--- config.mk ---
export PLATFORM = sky130hd
export DESIGN_NAME = i2c_master_transfer_sequencer_flat
export DESIGN_NICKNAME = d
export VERILOG_FILES = /design/src/sv/i2cms_pkg.sv /design/src/sv/i2cms_if.sv /design/src/sv/i2cms_ram.sv /design/src/sv/i2cms_seq.sv /design/src/sv/i2c_master_transfer_sequencer.sv /design/src/flat_wrapper.sv
export SDC_FILE = /design/constraint.sdc
export NUM_CORES = 1
export LEC_CHECK = 0
export BUFFER_PORTS_ARGS = -buffer_cell sky130_fd_sc_hd__buf_4
export CORE_AREA = 2 2 185 187
export CTS_CLUSTER_DIAMETER = 60
export DETAILED_ROUTE_END_ITERATION = 12
export DIE_AREA = 0 0 187 189
export SETUP_SLACK_MARGIN = 0.02
export SYNTH_ARGS = -nofsm -noshare
export SYNTH_HDL_FRONTEND = slang
export SYNTH_SLANG_ARGS = --single-unit
--- constraint.sdc ---
create_clock -name clock -period 7 [get_ports clock]
set_input_delay 0.7 -clock clock [delete_from_list [all_inputs] [get_ports clock]]
set_output_delay 0.7 -clock clock [all_outputs]
set_load 0.02 [all_outputs]
--- src/sv/i2cms_pkg.sv ---
`timescale 1ns / 1ps

package i2cms_pkg;

   // Default depth of the transmit buffer.
   localparam int unsigned BUF_DEPTH_DEF = 32;

   // Item kinds.
   localparam logic [1:0] KIND_LOAD  = 2'd0;
   localparam logic [1:0] KIND_START = 2'd1;
   localparam logic [1:0] KIND_EVENT = 2'd2;

   // Configuration register indexes.
   localparam logic REG_STOP_AT_END = 1'b0;
   localparam logic REG_NAK_AT_END  = 1'b1;

   // Controller control register bits.
   localparam logic [6:0] CTL_AA  = 7'h04;
   localparam logic [6:0] CTL_SI  = 7'h08;
   localparam logic [6:0] CTL_STO = 7'h10;
   localparam logic [6:0] CTL_STA = 7'h20;

   // Controller status codes.
   localparam logic [7:0] ST_START       = 8'h08;
   localparam logic [7:0] ST_RESTART     = 8'h10;
   localparam logic [7:0] ST_SLA_W_ACK   = 8'h18;
   localparam logic [7:0] ST_SLA_W_NACK  = 8'h20;
   localparam logic [7:0] ST_TX_DATA_ACK = 8'h28;
   localparam logic [7:0] ST_TX_DATA_NAK = 8'h30;
   localparam logic [7:0] ST_ARB_LOST    = 8'h38;
   localparam logic [7:0] ST_SLA_R_ACK   = 8'h40;
   localparam logic [7:0] ST_SLA_R_NACK  = 8'h48;
   localparam logic [7:0] ST_RX_DATA_ACK = 8'h50;
   localparam logic [7:0] ST_RX_DATA_NAK = 8'h58;

   typedef enum logic [2:0] {
      MODE_IDLE = 3'b001,
      MODE_TX   = 3'b010,
      MODE_RX   = 3'b100
   } mode_type;

   typedef struct packed {
      logic stop_at_end;
      logic nak_at_end;
   } cfg_type;

   typedef struct packed {
      logic [1:0] kind;
      logic [7:0] slave_address;
      logic [5:0] transfer_length;
      logic       read_not_write;
      logic [7:0] status_code;
   } item_type;

   typedef struct packed {
      mode_type   mode;
      logic [7:0] target_address;
      logic [5:0] length;
      logic [5:0] position;
   } seq_state_type;

   typedef struct packed {
      logic       data_write_valid;
      logic [7:0] data_value;
      logic [6:0] control_set;
      logic [6:0] control_clear;
      logic       rx_valid;
      logic [4:0] rx_position;
      logic       transfer_done;
      logic [5:0] byte_count;
   } result_type;

endpackage

--- src/sv/i2cms_if.sv ---
`timescale 1ns / 1ps

interface i2cms_req_if;
   logic       valid;
   logic       ready;
   logic [1:0] kind;
   logic [4:0] tx_index;
   logic [7:0] tx_value;
   logic [7:0] slave_address;
   logic [5:0] transfer_length;
   logic       read_not_write;
   logic [7:0] status_code;
   logic [7:0] rx_data;

   modport source (
      output valid, kind, tx_index, tx_value, slave_address, transfer_length,
             read_not_write, status_code, rx_data,
      input  ready
   );
   modport sink (
      input  valid, kind, tx_index, tx_value, slave_address, transfer_length,
             read_not_write, status_code, rx_data,
      output ready
   );
endinterface

interface i2cms_rsp_if;
   logic       valid;
   logic       ready;
   logic       data_write_valid;
   logic [7:0] data_value;
   logic [6:0] control_set;
   logic [6:0] control_clear;
   logic       rx_valid;
   logic [4:0] rx_position;
   logic       transfer_done;
   logic [5:0] byte_count;

   modport source (
      output valid, data_write_valid, data_value, control_set, control_clear,
             rx_valid, rx_position, transfer_done, byte_count,
      input  ready
   );
   modport sink (
      input  valid, data_write_valid, data_value, control_set, control_clear,
             rx_valid, rx_position, transfer_done, byte_count,
      output ready
   );
endinterface

--- src/sv/i2cms_ram.sv ---
`timescale 1ns / 1ps

module i2cms_ram #(
   parameter int WIDTH = 8,
   parameter int DEPTH = 32,
   localparam int AW = (DEPTH > 1) ? $clog2(DEPTH) : 1
) (
   input  logic             clock,
   input  logic             wr_en,
   input  logic [AW-1:0]    wr_addr,
   input  logic [WIDTH-1:0] wr_data,
   input  logic             rd_en,
   input  logic [AW-1:0]    rd_addr,
   output logic [WIDTH-1:0] rd_data
);

   logic [WIDTH-1:0] mem [DEPTH];
   logic [WIDTH-1:0] rd_data_ff;

   always_ff @(posedge clock) begin
      if (wr_en) begin
         mem[wr_addr] <= wr_data;
      end
      if (rd_en) begin
         rd_data_ff <= mem[rd_addr];
      end
   end

   assign rd_data = rd_data_ff;

endmodule

--- src/sv/i2cms_seq.sv ---
`timescale 1ns / 1ps

module i2cms_seq #(
   parameter int BUF_DEPTH = i2cms_pkg::BUF_DEPTH_DEF
) (
   input  i2cms_pkg::item_type      item,
   input  i2cms_pkg::seq_state_type state,
   input  i2cms_pkg::cfg_type       cfg,
   input  logic [7:0]               tx_byte,
   output i2cms_pkg::seq_state_type state_next,
   output i2cms_pkg::result_type    result
);

   localparam int LEN_CAP = (BUF_DEPTH > 63) ? 63 : BUF_DEPTH;
   localparam logic [5:0] LEN_MAX = 6'(LEN_CAP);

   logic [5:0] pos_eff;
   logic       finish;

   always_comb begin
      state_next = state;
      result     = '0;
      finish     = 1'b0;
      pos_eff    = state.position;

      case (item.kind)
         i2cms_pkg::KIND_START: begin
            if (state.mode == i2cms_pkg::MODE_IDLE) begin
               state_next.target_address = item.slave_address;
               state_next.length   = (item.transfer_length > LEN_MAX) ? LEN_MAX
                                                                      : item.transfer_length;
               state_next.position = '0;
               state_next.mode     = item.read_not_write ? i2cms_pkg::MODE_RX
                                                         : i2cms_pkg::MODE_TX;
               result.control_clear = i2cms_pkg::CTL_AA | i2cms_pkg::CTL_SI;
               result.control_set   = i2cms_pkg::CTL_STA;
            end
         end
         i2cms_pkg::KIND_EVENT: begin
            case (state.mode)
               i2cms_pkg::MODE_TX: begin
                  case (item.status_code)
                     i2cms_pkg::ST_SLA_W_NACK, i2cms_pkg::ST_ARB_LOST: begin
                        result.control_clear = i2cms_pkg::CTL_AA;
                        result.control_set   = i2cms_pkg::CTL_STA;
                     end
                     i2cms_pkg::ST_START, i2cms_pkg::ST_RESTART: begin
                        result.data_write_valid = 1'b1;
                        result.data_value    = {state.target_address[7:1], 1'b0};
                        result.control_clear = i2cms_pkg::CTL_AA | i2cms_pkg::CTL_STA;
                     end
                     i2cms_pkg::ST_TX_DATA_NAK, i2cms_pkg::ST_SLA_W_ACK,
                     i2cms_pkg::ST_TX_DATA_ACK: begin
                        // A NACKed byte is sent again from one position back.
                        if (item.status_code == i2cms_pkg::ST_TX_DATA_NAK &&
                            state.position != '0) begin
                           pos_eff = state.position - 6'd1;
                        end
                        if (pos_eff < state.length) begin
                           result.data_write_valid = 1'b1;
                           result.data_value    = tx_byte;
                           state_next.position  = pos_eff + 6'd1;
                           result.control_clear = i2cms_pkg::CTL_STA;
                           result.control_set   = i2cms_pkg::CTL_AA;
                        end else begin
                           state_next.position = pos_eff;
                           finish = 1'b1;
                        end
                     end
                     default: begin
                     end
                  endcase
               end
               i2cms_pkg::MODE_RX: begin
                  case (item.status_code)
                     i2cms_pkg::ST_ARB_LOST, i2cms_pkg::ST_SLA_R_NACK: begin
                        result.control_clear = i2cms_pkg::CTL_AA;
                        result.control_set   = i2cms_pkg::CTL_STA;
                     end
                     i2cms_pkg::ST_START, i2cms_pkg::ST_RESTART: begin
                        result.data_write_valid = 1'b1;
                        result.data_value    = {state.target_address[7:1], 1'b1};
                        result.control_clear = i2cms_pkg::CTL_AA | i2cms_pkg::CTL_STA;
                     end
                     i2cms_pkg::ST_SLA_R_ACK: begin
                        result.control_clear = i2cms_pkg::CTL_STA;
                        result.control_set   = i2cms_pkg::CTL_AA;
                     end
                     i2cms_pkg::ST_RX_DATA_ACK: begin
                        if (state.position < state.length) begin
                           result.rx_valid      = 1'b1;
                           result.rx_position   = state.position[4:0];
                           state_next.position  = state.position + 6'd1;
                           result.control_clear = i2cms_pkg::CTL_STA;
                           result.control_set   = i2cms_pkg::CTL_AA;
                        end else begin
                           finish = 1'b1;
                        end
                     end
                     i2cms_pkg::ST_RX_DATA_NAK: begin
                        finish = 1'b1;
                     end
                     default: begin
                     end
                  endcase
               end
               default: begin
               end
            endcase

            if (finish) begin
               result.control_clear = (cfg.stop_at_end && cfg.nak_at_end)
                                      ? i2cms_pkg::CTL_STA
                                      : (i2cms_pkg::CTL_STA | i2cms_pkg::CTL_AA);
               result.control_set   = cfg.stop_at_end ? i2cms_pkg::CTL_STO : '0;
               result.transfer_done = 1'b1;
               state_next.mode      = i2cms_pkg::MODE_IDLE;
            end
            result.control_clear = result.control_clear | i2cms_pkg::CTL_SI;
         end
         default: begin
         end
      endcase

      result.byte_count = state_next.position;
   end

endmodule

--- src/sv/i2c_master_transfer_sequencer.sv ---
`timescale 1ns / 1ps
// An item enters the input register when it is accepted; its result enters the result
// register when the item moves on, which waits while a full result register is stalled.
// Throughput: one item per cycle unless results stall; the buffer read is issued on accept.
// Reset: input not ready, stop_at_end 0, nak_at_end 1, idle, position, length, address zero.
// The transmit buffer holds no reset value; an entry reads valid only after a load.

module i2c_master_transfer_sequencer #(
   parameter int BUF_DEPTH = i2cms_pkg::BUF_DEPTH_DEF
) (
   input  logic          clock,
   input  logic          reset,
   i2cms_req_if.sink     req_bus,
   i2cms_rsp_if.source   rsp_bus,
   input  logic          csr_write_enable,
   input  logic          csr_index,
   input  logic          csr_write_data
);

   localparam int AW = (BUF_DEPTH > 1) ? $clog2(BUF_DEPTH) : 1;

   i2cms_pkg::cfg_type       cfg_ff;
   i2cms_pkg::item_type      item_ff;
   logic                     item_valid_ff;
   i2cms_pkg::seq_state_type state_ff;
   i2cms_pkg::seq_state_type state_in;
   i2cms_pkg::result_type    rsp_ff;
   i2cms_pkg::result_type    rsp_in;
   logic                     rsp_valid_ff;

   logic          adv;
   logic          req_fire;
   logic [5:0]    pos_base;
   logic [5:0]    rd_pos;
   logic [AW-1:0] rd_addr;
   logic          wr_en;
   logic [7:0]    tx_byte;

   // The item register moves on when the result register is free or being drained.
   assign adv           = item_valid_ff && (!rsp_valid_ff || rsp_bus.ready);
   assign req_bus.ready = !reset && (!item_valid_ff || adv);
   assign req_fire      = req_bus.valid && req_bus.ready;

   // The buffer read is aimed at the position this item will see, after the item
   // ahead of it has been processed, one step back for a NACKed data byte.
   assign pos_base = adv ? state_in.position : state_ff.position;
   assign rd_pos   = (req_bus.status_code == i2cms_pkg::ST_TX_DATA_NAK && pos_base != '0)
                     ? pos_base - 6'd1 : pos_base;
   assign rd_addr  = AW'(rd_pos);
   assign wr_en    = req_fire && req_bus.kind == i2cms_pkg::KIND_LOAD &&
                     32'(req_bus.tx_index) < BUF_DEPTH;

   i2cms_ram #(
      .WIDTH (8),
      .DEPTH (BUF_DEPTH)
   ) u_tx_buf (
      .clock   (clock),
      .wr_en   (wr_en),
      .wr_addr (AW'(req_bus.tx_index)),
      .wr_data (req_bus.tx_value),
      .rd_en   (req_fire),
      .rd_addr (rd_addr),
      .rd_data (tx_byte)
   );

   i2cms_seq #(
      .BUF_DEPTH (BUF_DEPTH)
   ) u_seq (
      .item       (item_ff),
      .state      (state_ff),
      .cfg        (cfg_ff),
      .tx_byte    (tx_byte),
      .state_next (state_in),
      .result     (rsp_in)
   );

   always_ff @(posedge clock) begin
      if (reset) begin
         cfg_ff.stop_at_end <= 1'b0;
         cfg_ff.nak_at_end  <= 1'b1;
         item_valid_ff      <= 1'b0;
         rsp_valid_ff       <= 1'b0;
         state_ff.mode           <= i2cms_pkg::MODE_IDLE;
         state_ff.target_address <= '0;
         state_ff.length         <= '0;
         state_ff.position       <= '0;
      end else begin
         if (csr_write_enable) begin
            case (csr_index)
               i2cms_pkg::REG_STOP_AT_END: cfg_ff.stop_at_end <= csr_write_data;
               i2cms_pkg::REG_NAK_AT_END:  cfg_ff.nak_at_end  <= csr_write_data;
               default: begin
               end
            endcase
         end
         if (req_bus.ready) begin
            item_valid_ff <= req_bus.valid;
         end
         if (adv) begin
            state_ff     <= state_in;
            rsp_valid_ff <= 1'b1;
         end else if (rsp_bus.ready) begin
            rsp_valid_ff <= 1'b0;
         end
      end
   end

   always_ff @(posedge clock) begin
      if (req_fire) begin
         item_ff.kind            <= req_bus.kind;
         item_ff.slave_address   <= req_bus.slave_address;
         item_ff.transfer_length <= req_bus.transfer_length;
         item_ff.read_not_write  <= req_bus.read_not_write;
         item_ff.status_code     <= req_bus.status_code;
      end
      if (adv) begin
         rsp_ff <= rsp_in;
      end
   end

   assign rsp_bus.valid            = rsp_valid_ff;
   assign rsp_bus.data_write_valid = rsp_ff.data_write_valid;
   assign rsp_bus.data_value       = rsp_ff.data_value;
   assign rsp_bus.control_set      = rsp_ff.control_set;
   assign rsp_bus.control_clear    = rsp_ff.control_clear;
   assign rsp_bus.rx_valid         = rsp_ff.rx_valid;
   assign rsp_bus.rx_position      = rsp_ff.rx_position;
   assign rsp_bus.transfer_done    = rsp_ff.transfer_done;
   assign rsp_bus.byte_count       = rsp_ff.byte_count;

   // The position never runs past the latched length.
   assert property (@(posedge clock) disable iff (reset)
      state_ff.position <= state_ff.length)
      else $error("position beyond transfer length");

   // A processed item always lands in the result register.
   assert property (@(posedge clock) disable iff (reset)
      adv |=> rsp_valid_ff)
      else $error("processed item lost its result beat");

   // A new beat is taken only when the item register is free or moving on.
   assert property (@(posedge clock) disable iff (reset)
      req_fire |-> (!item_valid_ff || adv))
      else $error("item register overwritten");

   // A finishing step neither writes data nor accepts a received byte.
   assert property (@(posedge clock) disable iff (reset)
      (rsp_valid_ff && rsp_ff.transfer_done) |-> (!rsp_ff.data_write_valid && !rsp_ff.rx_valid))
      else $error("finishing step with data activity");

endmodule

--- src/flat_wrapper.sv ---
// flat-port wrapper written by rule: the top's interface ports become plain ports
module i2c_master_transfer_sequencer_flat 
#(
   parameter int BUF_DEPTH = i2cms_pkg::BUF_DEPTH_DEF
)
  (clock, reset, csr_write_enable, csr_index, csr_write_data, req_bus_valid, req_bus_kind, req_bus_tx_index, req_bus_tx_value, req_bus_slave_address, req_bus_transfer_length, req_bus_read_not_write, req_bus_status_code, req_bus_rx_data, req_bus_ready, rsp_bus_valid, rsp_bus_data_write_valid, rsp_bus_data_value, rsp_bus_control_set, rsp_bus_control_clear, rsp_bus_rx_valid, rsp_bus_rx_position, rsp_bus_transfer_done, rsp_bus_byte_count, rsp_bus_ready);
  i2cms_req_if req_bus_i ();
  i2cms_rsp_if rsp_bus_i ();
  input  logic clock;
  input  logic reset;
  input  logic csr_write_enable;
  input  logic csr_index;
  input  logic csr_write_data;
  input wire logic [$bits(req_bus_i.valid)-1:0] req_bus_valid;
  input wire logic [$bits(req_bus_i.kind)-1:0] req_bus_kind;
  input wire logic [$bits(req_bus_i.tx_index)-1:0] req_bus_tx_index;
  input wire logic [$bits(req_bus_i.tx_value)-1:0] req_bus_tx_value;
  input wire logic [$bits(req_bus_i.slave_address)-1:0] req_bus_slave_address;
  input wire logic [$bits(req_bus_i.transfer_length)-1:0] req_bus_transfer_length;
  input wire logic [$bits(req_bus_i.read_not_write)-1:0] req_bus_read_not_write;
  input wire logic [$bits(req_bus_i.status_code)-1:0] req_bus_status_code;
  input wire logic [$bits(req_bus_i.rx_data)-1:0] req_bus_rx_data;
  output wire logic [$bits(req_bus_i.ready)-1:0] req_bus_ready;
  output wire logic [$bits(rsp_bus_i.valid)-1:0] rsp_bus_valid;
  output wire logic [$bits(rsp_bus_i.data_write_valid)-1:0] rsp_bus_data_write_valid;
  output wire logic [$bits(rsp_bus_i.data_value)-1:0] rsp_bus_data_value;
  output wire logic [$bits(rsp_bus_i.control_set)-1:0] rsp_bus_control_set;
  output wire logic [$bits(rsp_bus_i.control_clear)-1:0] rsp_bus_control_clear;
  output wire logic [$bits(rsp_bus_i.rx_valid)-1:0] rsp_bus_rx_valid;
  output wire logic [$bits(rsp_bus_i.rx_position)-1:0] rsp_bus_rx_position;
  output wire logic [$bits(rsp_bus_i.transfer_done)-1:0] rsp_bus_transfer_done;
  output wire logic [$bits(rsp_bus_i.byte_count)-1:0] rsp_bus_byte_count;
  input wire logic [$bits(rsp_bus_i.ready)-1:0] rsp_bus_ready;
  assign req_bus_i.valid = req_bus_valid;
  assign req_bus_i.kind = req_bus_kind;
  assign req_bus_i.tx_index = req_bus_tx_index;
  assign req_bus_i.tx_value = req_bus_tx_value;
  assign req_bus_i.slave_address = req_bus_slave_address;
  assign req_bus_i.transfer_length = req_bus_transfer_length;
  assign req_bus_i.read_not_write = req_bus_read_not_write;
  assign req_bus_i.status_code = req_bus_status_code;
  assign req_bus_i.rx_data = req_bus_rx_data;
  assign req_bus_ready = req_bus_i.ready;
  assign rsp_bus_valid = rsp_bus_i.valid;
  assign rsp_bus_data_write_valid = rsp_bus_i.data_write_valid;
  assign rsp_bus_data_value = rsp_bus_i.data_value;
  assign rsp_bus_control_set = rsp_bus_i.control_set;
  assign rsp_bus_control_clear = rsp_bus_i.control_clear;
  assign rsp_bus_rx_valid = rsp_bus_i.rx_valid;
  assign rsp_bus_rx_position = rsp_bus_i.rx_position;
  assign rsp_bus_transfer_done = rsp_bus_i.transfer_done;
  assign rsp_bus_byte_count = rsp_bus_i.byte_count;
  assign rsp_bus_i.ready = rsp_bus_ready;
  i2c_master_transfer_sequencer #(.BUF_DEPTH(BUF_DEPTH)) u_core (.clock(clock), .reset(reset), .req_bus(req_bus_i), .rsp_bus(rsp_bus_i), .csr_write_enable(csr_write_enable), .csr_index(csr_index), .csr_write_data(csr_write_data));
endmodule
; Yosys cells after proc, flatten, opt, wreduce, memory -nomap -nowiden
; Memory sizes are Yosys's and may differ from the RTL's. A register that Yosys moved wholly into a read port is not among the register bits.
; Cells that the tools add are included.
[op_classes]
n_mux = 42
n_lt_le_gt_ge = 3
n_reduce_logical = 27
n_eq_ne = 19
addsub = 4
bitwise_logic = 1
[ops]
columns = cell, count
row1 = 6-bit 2-to-1 mux, 10
row2 = 23-bit 2-to-1 mux, 2
row3 = 23-bit case mux with 2 select lines, 1
row4 = 8-bit by 6-bit equality test with 1-bit output (second input constant), 5
row5 = 8-bit by 7-bit equality test with 1-bit output (second input constant), 4
row6 = 14-bit case mux with 2 select lines, 1
row7 = 7-bit case mux with 4 select lines, 1
row8 = 6-bit case mux with 2 select lines, 2
row9 = 7-bit case mux with 3 select lines, 1
row10 = 6-bit case mux with 3 select lines, 1
row11 = 9-bit case mux with 2 select lines, 1
row12 = 8-bit by 5-bit equality test with 1-bit output (second input constant), 2
row13 = 16-bit 2-to-1 mux, 1
row14 = 14-bit 2-to-1 mux, 1
row15 = 7-bit case mux with 2 select lines, 1
row16 = 13-bit 2-to-1 mux, 1
row17 = 6-bit by 1-bit adder with 6-bit output (second input constant), 2
row18 = 6-bit < comparator, 2
row19 = 6-bit nonzero test, 2
row20 = 5-bit 2-to-1 mux, 2
row21 = 1-bit 2-to-1 mux, 9
row22 = 3-bit 2-to-1 mux, 3
row23 = 9-bit 2-to-1 mux, 1
row24 = 8-bit by 4-bit equality test with 1-bit output (second input constant), 1
row25 = 22 further kinds, 39
[word_totals]
input_bits = 53
register_bits = 88
output_inout_bits = 38
mem_count = 1
mem_bits_rw = 256
wordCells = 118
[memory_table]
columns = memory, words, word_bits, read_ports, rd_clocked_by_memory_dff, wr, line_no
row1 = u_core.u_tx_buf.mem, 32, 8, 1, 1, 1, i2cms_ram.sv:17  ; logic [WIDTH-1:0] mem [DEPTH];

; Depth between registers and ports, before layout
; Gate-level depths: netlist (run 1).
[logic_depth]
depth_word = 15
mapped_depth = 28
mapped_depth_nobuf = 24

; Modules after synthesis
; From an unflattened synthesis (run 1), not the netlist that was laid out.
[hier_totals]
hier_cells = 872
hier_area_um2 = 14859.3
[modules_own_cells]
columns = mod, n_inst, cells_per_inst, seq_area_each_um2, area_per_inst_um2
row1 = i2cms_ram, 1, 417, 7927.6, 10133.5
row2 = i2c_master_transfer_sequencer, 1, 198, 2372.3, 2961.6
row3 = i2cms_seq, 1, 257, 0.0, 1764.2

; Worst setup path after synthesis (run 1)
; Ideal clock, no wire load.
[synth_timing]
kind = reg-to-reg
from = register u_core.state_ff[0] (netlist name)
to = register u_core.u_tx_buf.rd_data_ff[0] (netlist: u_core.u_tx_buf.rd_data[0]), read port of u_core.u_tx_buf.mem, data pin
setup_ps = 264
synth_period_minus_slack_ps = 5494
t_arrival_ps = 5230
required_time_ps = 6736
path_slack_ps = 1506
stages_incl_launch_ff = 27
path_buffers = 3
path_cell_list = dfxtp_1 -> clkbuf_1 -> inv_1 -> ha_1 -> nor2b_1 -> a211o_1 -> buf_2 -> o21ai_0 -> ha_1 -> nor2_1 -> nor2_1 -> nor3_1 -> or2_2 -> mux2_2 -> a32oi_1 -> o21ai_0 -> inv_1 -> ha_1 -> and3_1 -> o211a_1 -> a21o_1 -> nand3_1 -> o31ai_2 -> clkbuf_1 -> nand3_1 -> nand4_1 -> nand4_1
[synth_via]
elab_chain_len = 15
elab_cells_between_ends = 23
classes_between = 4 x add/sub / 2 x order compare / 13 x mux / 4 x reduce/logical
[synth_rtl]
columns = element, line_no
row1 = start: declaration, i2c_master_transfer_sequencer.sv:25  ; i2cms_pkg::seq_state_type state_ff;
row2 = start signal: assignment, i2c_master_transfer_sequencer.sv:100  ; state_ff <= state_in;
row3 = "parallel branches: the longest is 11 deep, another holds 6-bit by 1-bit subtractor with 6-bit output", -
row4 = 6-bit 2-to-1 mux (*), i2c_master_transfer_sequencer.sv:46  ; assign pos_base = adv ? state_in.position : state_ff.position;
row5 = "parallel branches: the longest is 2 deep, another holds 5-bit by 1-bit subtractor with 5-bit output", -
row6 = 5-bit 2-to-1 mux (*), i2c_master_transfer_sequencer.sv:48  ; ? pos_base - 6'd1 : pos_base;
row7 = end: declaration, i2cms_ram.sv:18  ; logic [WIDTH-1:0] rd_data_ff;
; Every way passes the cells marked *. The select of a mux whose other input is x is not followed.
; A chain may end at the register's enable or synchronous reset.

; Final worst setup path (run 1)
[layout_timing]
from = register u_core.item_ff[1] (netlist name)
to = register u_core.u_tx_buf.rd_data_ff[1] (netlist: u_core.u_tx_buf.rd_data[1]), read port of u_core.u_tx_buf.mem, data pin
[layout_via]
elab_chain_len = 15
elab_cells_between_ends = 22
classes_between = 2 x add/sub / 1 x order compare / 4 x eq/ne / 11 x mux / 4 x reduce/logical
[layout_rtl]
columns = element, line_no
row1 = start: declaration, i2c_master_transfer_sequencer.sv:23  ; i2cms_pkg::item_type item_ff;
row2 = 8-bit by 6-bit equality test with 1-bit output, "i2cms_seq.sv:42, i2cms_seq.sv:55"
row3 = 1-bit logical AND, i2cms_seq.sv:55  ; if (item.status_code == i2cms_pkg::ST_TX_DATA_NAK &&
row4 = 6-bit 2-to-1 mux, i2cms_seq.sv:55
row5 = 6-bit 2-to-1 mux, i2cms_seq.sv:42  ; case (item.status_code)
row6 = 6-bit 2-to-1 mux, i2cms_seq.sv:40  ; case (state.mode)
row7 = 6-bit 2-to-1 mux, i2cms_seq.sv:26  ; case (item.kind)
row8 = 6-bit by 1-bit adder with 6-bit output / 6-bit < comparator (equally long branches), "i2cms_seq.sv:62, i2cms_seq.sv:59"
row9 = 6-bit 2-to-1 mux, i2cms_seq.sv:59  ; if (pos_eff < state.length) begin
row10 = 6-bit 2-to-1 mux, i2cms_seq.sv:42
row11 = 6-bit case mux with 2 select lines (*), i2cms_seq.sv:40
row12 = 6-bit case mux with 2 select lines (*), i2cms_seq.sv:26
row13 = 6-bit 2-to-1 mux (*), i2c_master_transfer_sequencer.sv:46
row14 = "parallel branches: the longest is 2 deep, another holds 5-bit by 1-bit subtractor with 5-bit output", -
row15 = 5-bit 2-to-1 mux (*), i2c_master_transfer_sequencer.sv:48
; Marks and branches as above.

==> out/qor.txt, run 1 <==
Run status: complete, no violations
Initial Util: 0.446
Yosys Warn Count: 0
Synth area leaders: edfxtp_1, nand2_1, dfxtp_1
Seq pwr share: 0.517
Worst-Margin Slew: 0.995 ns
Sw power: 0.894 mW
Most used cell, CP: nor2_1
IO Count: 91
Worst Path Max Fanout: 25
Min-delay worst type: in -> reg
Global-route wire length before repair: 54900 µm
Top cell type's share of synthesized area: 0.639
Total Wirelength: 35500 µm
Count leader, synth: edfxtp_1
Die height: 189 µm
Cell Rows: 67
Logic pwr share: 0.028
Router iterations before antenna repair: 5
Syn_area_per_cell: 12.3 µm²
Highest clock rate: 156 MHz
Crit path capture type: flop
Setup-failing EPs final: 0
Vias in the first global route: 9505
Share of cells above drive strength 1: 0.153
Ys flop type: edfxtp_1
VDD IR max: 0.212 mV
Synth Cell Area: 14800 µm²
P_leak: 6.11 nW
Int Power: 3.47 mW
Core Region: 33300 µm²
Clock root buffer: clkbuf_16
GPL Wtd Cong: 0.873
Total grt overflow: 0
Critical Path Start Type: flop
DRT antenna net count: 0
Port bufs: 73
Synth Instances: 1211
Area growth from synthesis to layout: 17.3%
TritonCTS clock tree: built
Die area: 35300 µm²
Post-DP HPWL: 23300 µm
Crit path kind: reg -> reg
Commonest cells post-synth: edfxtp_1, nand2_1, nand3_1, nor2_1, nand4_1
Clock slew at reported path FFs: 0.06 ns
Final #Nets: 1375
Largest stage delay, worst path: 0.62 ns
Relative slew slack: 0.334
# H-tree levels: 2
Clk sinks: 342
Initial DRC count: 911
Fin crit share: 0.917
Placed Instances: 1710
CP Cell Sequence: or4_1 > nor2_1 > nand3_1 > mux2i_2 > inv_1 > ha_1 > o21ai_0 > nor2_1 > a211o_1 > mux2i_1 > a221o_1 > a32oi_1 > nor2_1 > inv_1 > ha_1 > and3_1 > o211a_1 > a21oi_4 > nand2_1 > o32ai_4 > buf_12 > nand3_1 > nand4_1 > nand4_1
Tot GR Track Use: 0.203
EDFF count, synth: 316
Clock power frac: 0.455
Final setup TNS: 0 ns
Sequential-to-total area share from yosys stat: 0.675
Clock skew: 0.0184 ns
Final hold vios: 0
DRC: 0
DIE WIDTH: 187 µm
Antenna violations before repair: 0
Netlist cell types: 73
Max Cap Viol: 0
P per Cell Area: 251 nW/µm²
Fill cells: 2832
RSZ-0062 raised after global routing: false
Post-synth ARST share: 0
Post-route insts no fill: 1782
Via count: 9744
Largest net degree at the start of global routing: 39
Minimum clock period after layout: 6.42 ns
CTS buffer count: 38
Leading area contributor after synthesis: edfxtp_1
Clk_lat worst skew: 0.54 ns
Via density: 5.47
Ant. Diodes: 0
Worst Path Required: 7.23 ns
FF+latch count, synth: 342
Crit path DAT: 6.65 ns
Avg WL per Cell: 19.9 µm
Longest Clk Path Bufs: 3
Final Slew Violations: 0
Slowest cell on crit path: or4_1
Switching part of the total power: 0.205
## kinds of logic after synthesis
kind of cell    after synthesis  synth area share
compound gates              133            0.0673
xor+xnor                     16            0.0105
fa+ha+maj                    18            0.0152
buf+inv                      90            0.0289
flops                       342             0.675
mux                          41            0.0283
other cells                   1          0.000253
simple gates                570             0.175
## cells in the final DEF, fill, tap and decap left out, types with 7 or more instances in the layout
cell	instances
edfxtp_1	316
nand2_1	268
buf_4	108
nand3_1	95
nor2_1	91
nand4_1	44
clkbuf_16	39
mux2i_1	35
dfxtp_1	26
o21ai_0	22
a21oi_1	21
a31oi_1	19
inv_1	18
a32oi_1	18
ha_1	18
clkinv_1	11
and2_1	10
xnor2_1	10
nor3_1	9
buf_12	9
a22o_1	8
conb_1	8
nand2b_1	7
nor2b_1	7
## area by class of cell
cell class,count,area [µm²],share of cell area
flip-flops and latches,342,10000,0.575
multi-input cells,786,4500,0.259
clock buffers,41,993,0.0571
repair buffers,117,991,0.0569
well taps,448,561,0.0322
clock inverters,29,277,0.0159
inverters,19,71.3,0.00410
## final timing paths
check,start,to,slack (ns),cells past startpoint
min,req_bus_transfer_length[4],u_core.item_ff[13],0.34,1
max reg2reg,u_core.item_ff[1],u_core.u_tx_buf.rd_data[1],0.58,24
max,u_core.item_ff[1],u_core.u_tx_buf.rd_data[1],0.58,24
min reg2reg,u_core.item_ff[18],u_core.state_ff[15],0.49,2
## routing by layer
layer	global-route usage	routed length, µm	part of all wire	vias up
li1	-	-	-	4647
met4	0.0620	824	0.023	0
met5	0	0	0	-
met1	0.277	15500	0.44	4707
met3	0.0387	2430	0.068	62
met2	0.332	16800	0.47	328
## power by group through the flow
stage	Combinational, mW	Sequential (mW)	Clock [mW]
floorplan	0.0463	2.31	0
global placement	0.121	2.30	0
detailed placement	0.124	2.30	0
CTS	0.124	2.26	2.02
global route	0.133	2.26	2.10
finish	0.123	2.26	1.98
## per-stage QoR
step	cell area, µm²	utilization	total power [mW]	setup WS (ns)	hold slack [ns]
detailed placement	16100	0.484	2.43	0.456	0.485
finish	17400	0.523	4.37	0.580	0.343
CTS	17400	0.522	4.40	0.419	0.325
floorplan	14900	-	2.36	1.51	0.453
global route	17400	0.523	4.50	0.0281	0.326
global placement	16100	0.484	2.42	0.527	0.460
## flip-flops by register name, summed over array words and instances (netlist names), 3 cells and up
signal	count
u_core.item_ff	24
u_core.rsp_bus.byte_count	6
u_core.rsp_bus.control_clear	3
u_core.rsp_bus.control_set	3
u_core.rsp_bus.data_value	8
u_core.rsp_bus.rx_position	5
u_core.state_ff	22
u_core.u_tx_buf.mem	256
u_core.u_tx_buf.rd_data	8
## timing repair
action	4_1_cts	5_1_grt
gates resized for setup	0	1
buffers inserted	0	2
endpoints found under the setup margin	0	8
hold buffers	0	0
## critical path, delay by kind of cell (launching register included)
| family | cells | cell delay (ns) |
|---|---|---|
| AO/OA/AOI/OAI | 7 | 1.83 |
| adder cells (fa/ha/maj) | 2 | 0.50 |
| buffers and inverters | 3 | 0.48 |
| flip-flops | 1 | 0.39 |
| multiplexers | 2 | 0.48 |
| AND/OR/NAND/NOR | 10 | 2.41 |
Power figures use the tool's default switching activity.
==> run 2, diff against run 1 <==
--- a/config.mk
+++ b/config.mk
@@ -5,7 +5,7 @@
 export SDC_FILE = /design/constraint.sdc
 export NUM_CORES = 1
 export LEC_CHECK = 0
-export BUFFER_PORTS_ARGS = -buffer_cell sky130_fd_sc_hd__buf_4
+export BUFFER_PORTS_ARGS = -buffer_cell sky130_fd_sc_hd__buf_2
 export CORE_AREA = 2 2 185 187
 export CTS_CLUSTER_DIAMETER = 60
 export DETAILED_ROUTE_END_ITERATION = 12
==> run 2 against run 1 <==
Effect of this change: combinational power decreased by 11%; critical path depth grew 1; setup slack worse by 0.067 ns; non-clock buffer count up 7; critical path type unchanged; critical endpoint is now u_core.u_tx_buf.rd_data[0]; wire length up 0.68%; global-route usage down 0.31 points; die area did not move; clock power shrank 5%.
==> out/qor.txt, run 2 (synthesized netlist as in run 1, its figures left out) <==
Antenna violations before repair: 0 (unchanged)
Share of cells above drive strength 1: 0.153 (+0.000176)
DRC: 0 (unchanged)
Most common cell after layout, fill and taps aside: edfxtp_1
Tot GR Track Use: 0.200 (-0.00312)
P per Cell Area: 248 nW/µm² (-1.4%)
Area growth from synthesis to layout: 15.9%
Worst Path Max Fanout: 10 (-60%)
Total grt overflow: 0 (unchanged)
Crit path capture type: flop
Clock root buffer: clkbuf_16
Worst-Margin Slew: 0.944 ns (-0.0509 ns)
Die area: 35300 µm² (unchanged)
# H-tree levels: 2 (unchanged)
Highest clock rate: 154 MHz (-1.0%)
Min-delay worst type: in -> reg
Worst Path Required: 7.21 ns (-0.02 ns)
Via count: 9829 (+0.87%)
Setup-failing EPs final: 0 (unchanged)
Post-Route Utilization: 0.517 (-0.00620)
Cell Rows: 67 (unchanged)
Hold EP: u_core.item_ff[21]
Total Wirelength: 35800 µm (+0.68%)
Reg2reg start: u_core.item_ff[3]
Initial Util: 0.446 (unchanged)
WHS Path Cells: 1 (unchanged)
Clk_lat worst skew: 0.53 ns (about the same)
Clk sinks: 342 (unchanged)
VDD IR max: 0.186 mV (-12%)
Fin Hold WS: 0.343 ns (-0.000576 ns)
Post-DP HPWL: 22900 µm (-1.8%)
Biggest register: u_core.u_tx_buf.mem
Port bufs: 73 (unchanged)
Crit path kind: reg -> reg
Vias in the first global route: 9360 (-1.5%)
Clock skew: 0.0229 ns (+0.00445 ns)
Final hold vios: 0 (unchanged)
Longest Clk Path Bufs: 3 (unchanged)
Clock slew at reported path FFs: 0.06 ns (about the same)
Crit path DAT: 6.70 ns (+0.05 ns)
Via density: 5.50 (+0.59%)
Final Slew Violations: 0 (unchanged)
Die height: 189 µm (unchanged)
Minimum clock period after layout: 6.49 ns (+0.0670 ns)
Fill cells: 2913 (+2.9%)
DIE WIDTH: 187 µm (unchanged)
CTS buffer count: 38 (unchanged)
Run status: complete, no violations
Final setup TNS: 0 ns (unchanged)
DRT antenna net count: 0 (unchanged)
P_leak: 6.05 nW (-0.92%)
Relative slew slack: 0.354 (+0.0201)
Critical R2R Capture: u_core.u_tx_buf.rd_data[0]
Worst reg2reg setup slack: 0.51 ns (-0.07 ns)
Largest register FFs: 256 (unchanged)
Ant. Diodes: 0 (unchanged)
Global-route wire length before repair: 54600 µm (-0.54%)
Largest net degree at the start of global routing: 44 (+13%)
Most frequent cells in the layout: edfxtp_1, nand2_1, nand3_1
RSZ-0062 raised after global routing: false
Initial DRC count: 780 (-14%)
Final worst slack: 0.513 ns (-0.0670 ns)
Worst reg2reg path depth: 25 (+4.2%)
Max Cap Viol: 0 (unchanged)
Critical Path Start Type: flop
Router iterations before antenna repair: 6 (+1)
Final #Nets: 1382 (+0.51%)
Post-CTS Hold Fix Bufs: 0 (unchanged)
TritonCTS clock tree: built
Hold Crit Start: req_bus_slave_address[6]
Largest regs: u_core.u_tx_buf.mem (256), u_core.item_ff (24), u_core.state_ff (22)
Fin crit share: 0.927 (+0.00957)
Avg WL per Cell: 20.0 µm (+0.40%)
IO Count: 91 (unchanged)
Core Region: 33300 µm² (unchanged)
GPL Wtd Cong: 0.811 (-7.1%)
DP Worst Slack: 0.435 ns (-0.0204 ns)
[run 2: cell types whose count changed in the layout (fill, tap and decap cells not counted), sizes merged]
cell,change
clkinv,-2
buf,+6
bufinv,-2
clkbuf,+5
inv,+2
clkinvlp,-4
[run 2: worst max-delay path, cell delays in order, from the launching register on]
cell      delay (ns)
edfxtp_1        0.55
or4bb_1         0.60
nor2_1          0.14
nand3_1         0.12
mux2i_2         0.31
inv_1           0.08
ha_1            0.29
o21ai_0         0.33
nor2_1          0.12
nor3_1          0.31
or2_2           0.22
mux2_2          0.35
a32oi_1         0.23
o21ai_0         0.16
inv_1           0.14
ha_1            0.15
and3_1          0.16
o211a_1         0.26
a21oi_4         0.16
xnor2_4         0.42
buf_2           0.28
buf_4           0.14
mux2i_1         0.18
a32oi_1         0.10
nand4_1         0.17
nand4_1         0.19
[run 2: repair_timing]
item	in CTS	in global routing
hold endpoints to repair	0	0
resized for setup	0	2
endpoints found under the setup margin	0	8
buffers inserted	0	13
[run 2: area by class of cell]
class / count / area (µm²) / area share
clock buffer: 45 / 998 / 0.0581
tap: 448 / 561 / 0.0326
sequential: 342 / 10000 / 0.582
multi-input combinational: 786 / 4500 / 0.262
clock inverter: 23 / 179 / 0.0104
inverter: 19 / 71.3 / 0.00415
timing repair buffer: 124 / 876 / 0.0509
[run 2: how the worst max path moves through the flow]
stage                       startpoint                    endpoint  slack [ns]  cells past startpoint
floorplan           u_core.state_ff[0]  u_core.u_tx_buf.rd_data[0]        1.51                     26
global placement     u_core.item_ff[1]  u_core.u_tx_buf.rd_data[1]        0.52                     24
detailed placement   u_core.item_ff[1]  u_core.u_tx_buf.rd_data[1]        0.44                     24
CTS                  u_core.item_ff[1]  u_core.u_tx_buf.rd_data[0]        0.40                     24
global route         u_core.item_ff[3]  u_core.u_tx_buf.rd_data[6]        0.03                     25
finish               u_core.item_ff[3]  u_core.u_tx_buf.rd_data[0]        0.51                     25
[run 2: metal layers]
layer | vias up | global-route usage | share of wire
met5 | - | 0 | 0
met4 | 0 | 0.0580 | 0.023
met3 | 59 | 0.0319 | 0.058
met2 | 298 | 0.329 | 0.48
met1 | 4807 | 0.276 | 0.44
li1 | 4665 | - | -
[run 2: stage by stage]
step	instance area [µm²]	power, mW	cells
2_1_floorplan	14900	2.36	1218
3_3_place_gp	15900	2.41	1705
3_5_place_dp	15900	2.41	1705
4_1_cts	17000	4.28	1773
5_1_grt	17200	4.38	1787
6_report	17200	4.26	1787
[run 2: report_power, final]
group / leakage, nW / switching [mW] / total (mW) / internal, mW
clock network: 0.582 / 0.789 / 1.89 / 1.10
registers: 3.08 / 0.00922 / 2.26 / 2.25
logic: 2.39 / 0.0803 / 0.109 / 0.0283
total: 6.05 / 0.879 / 4.26 / 3.38
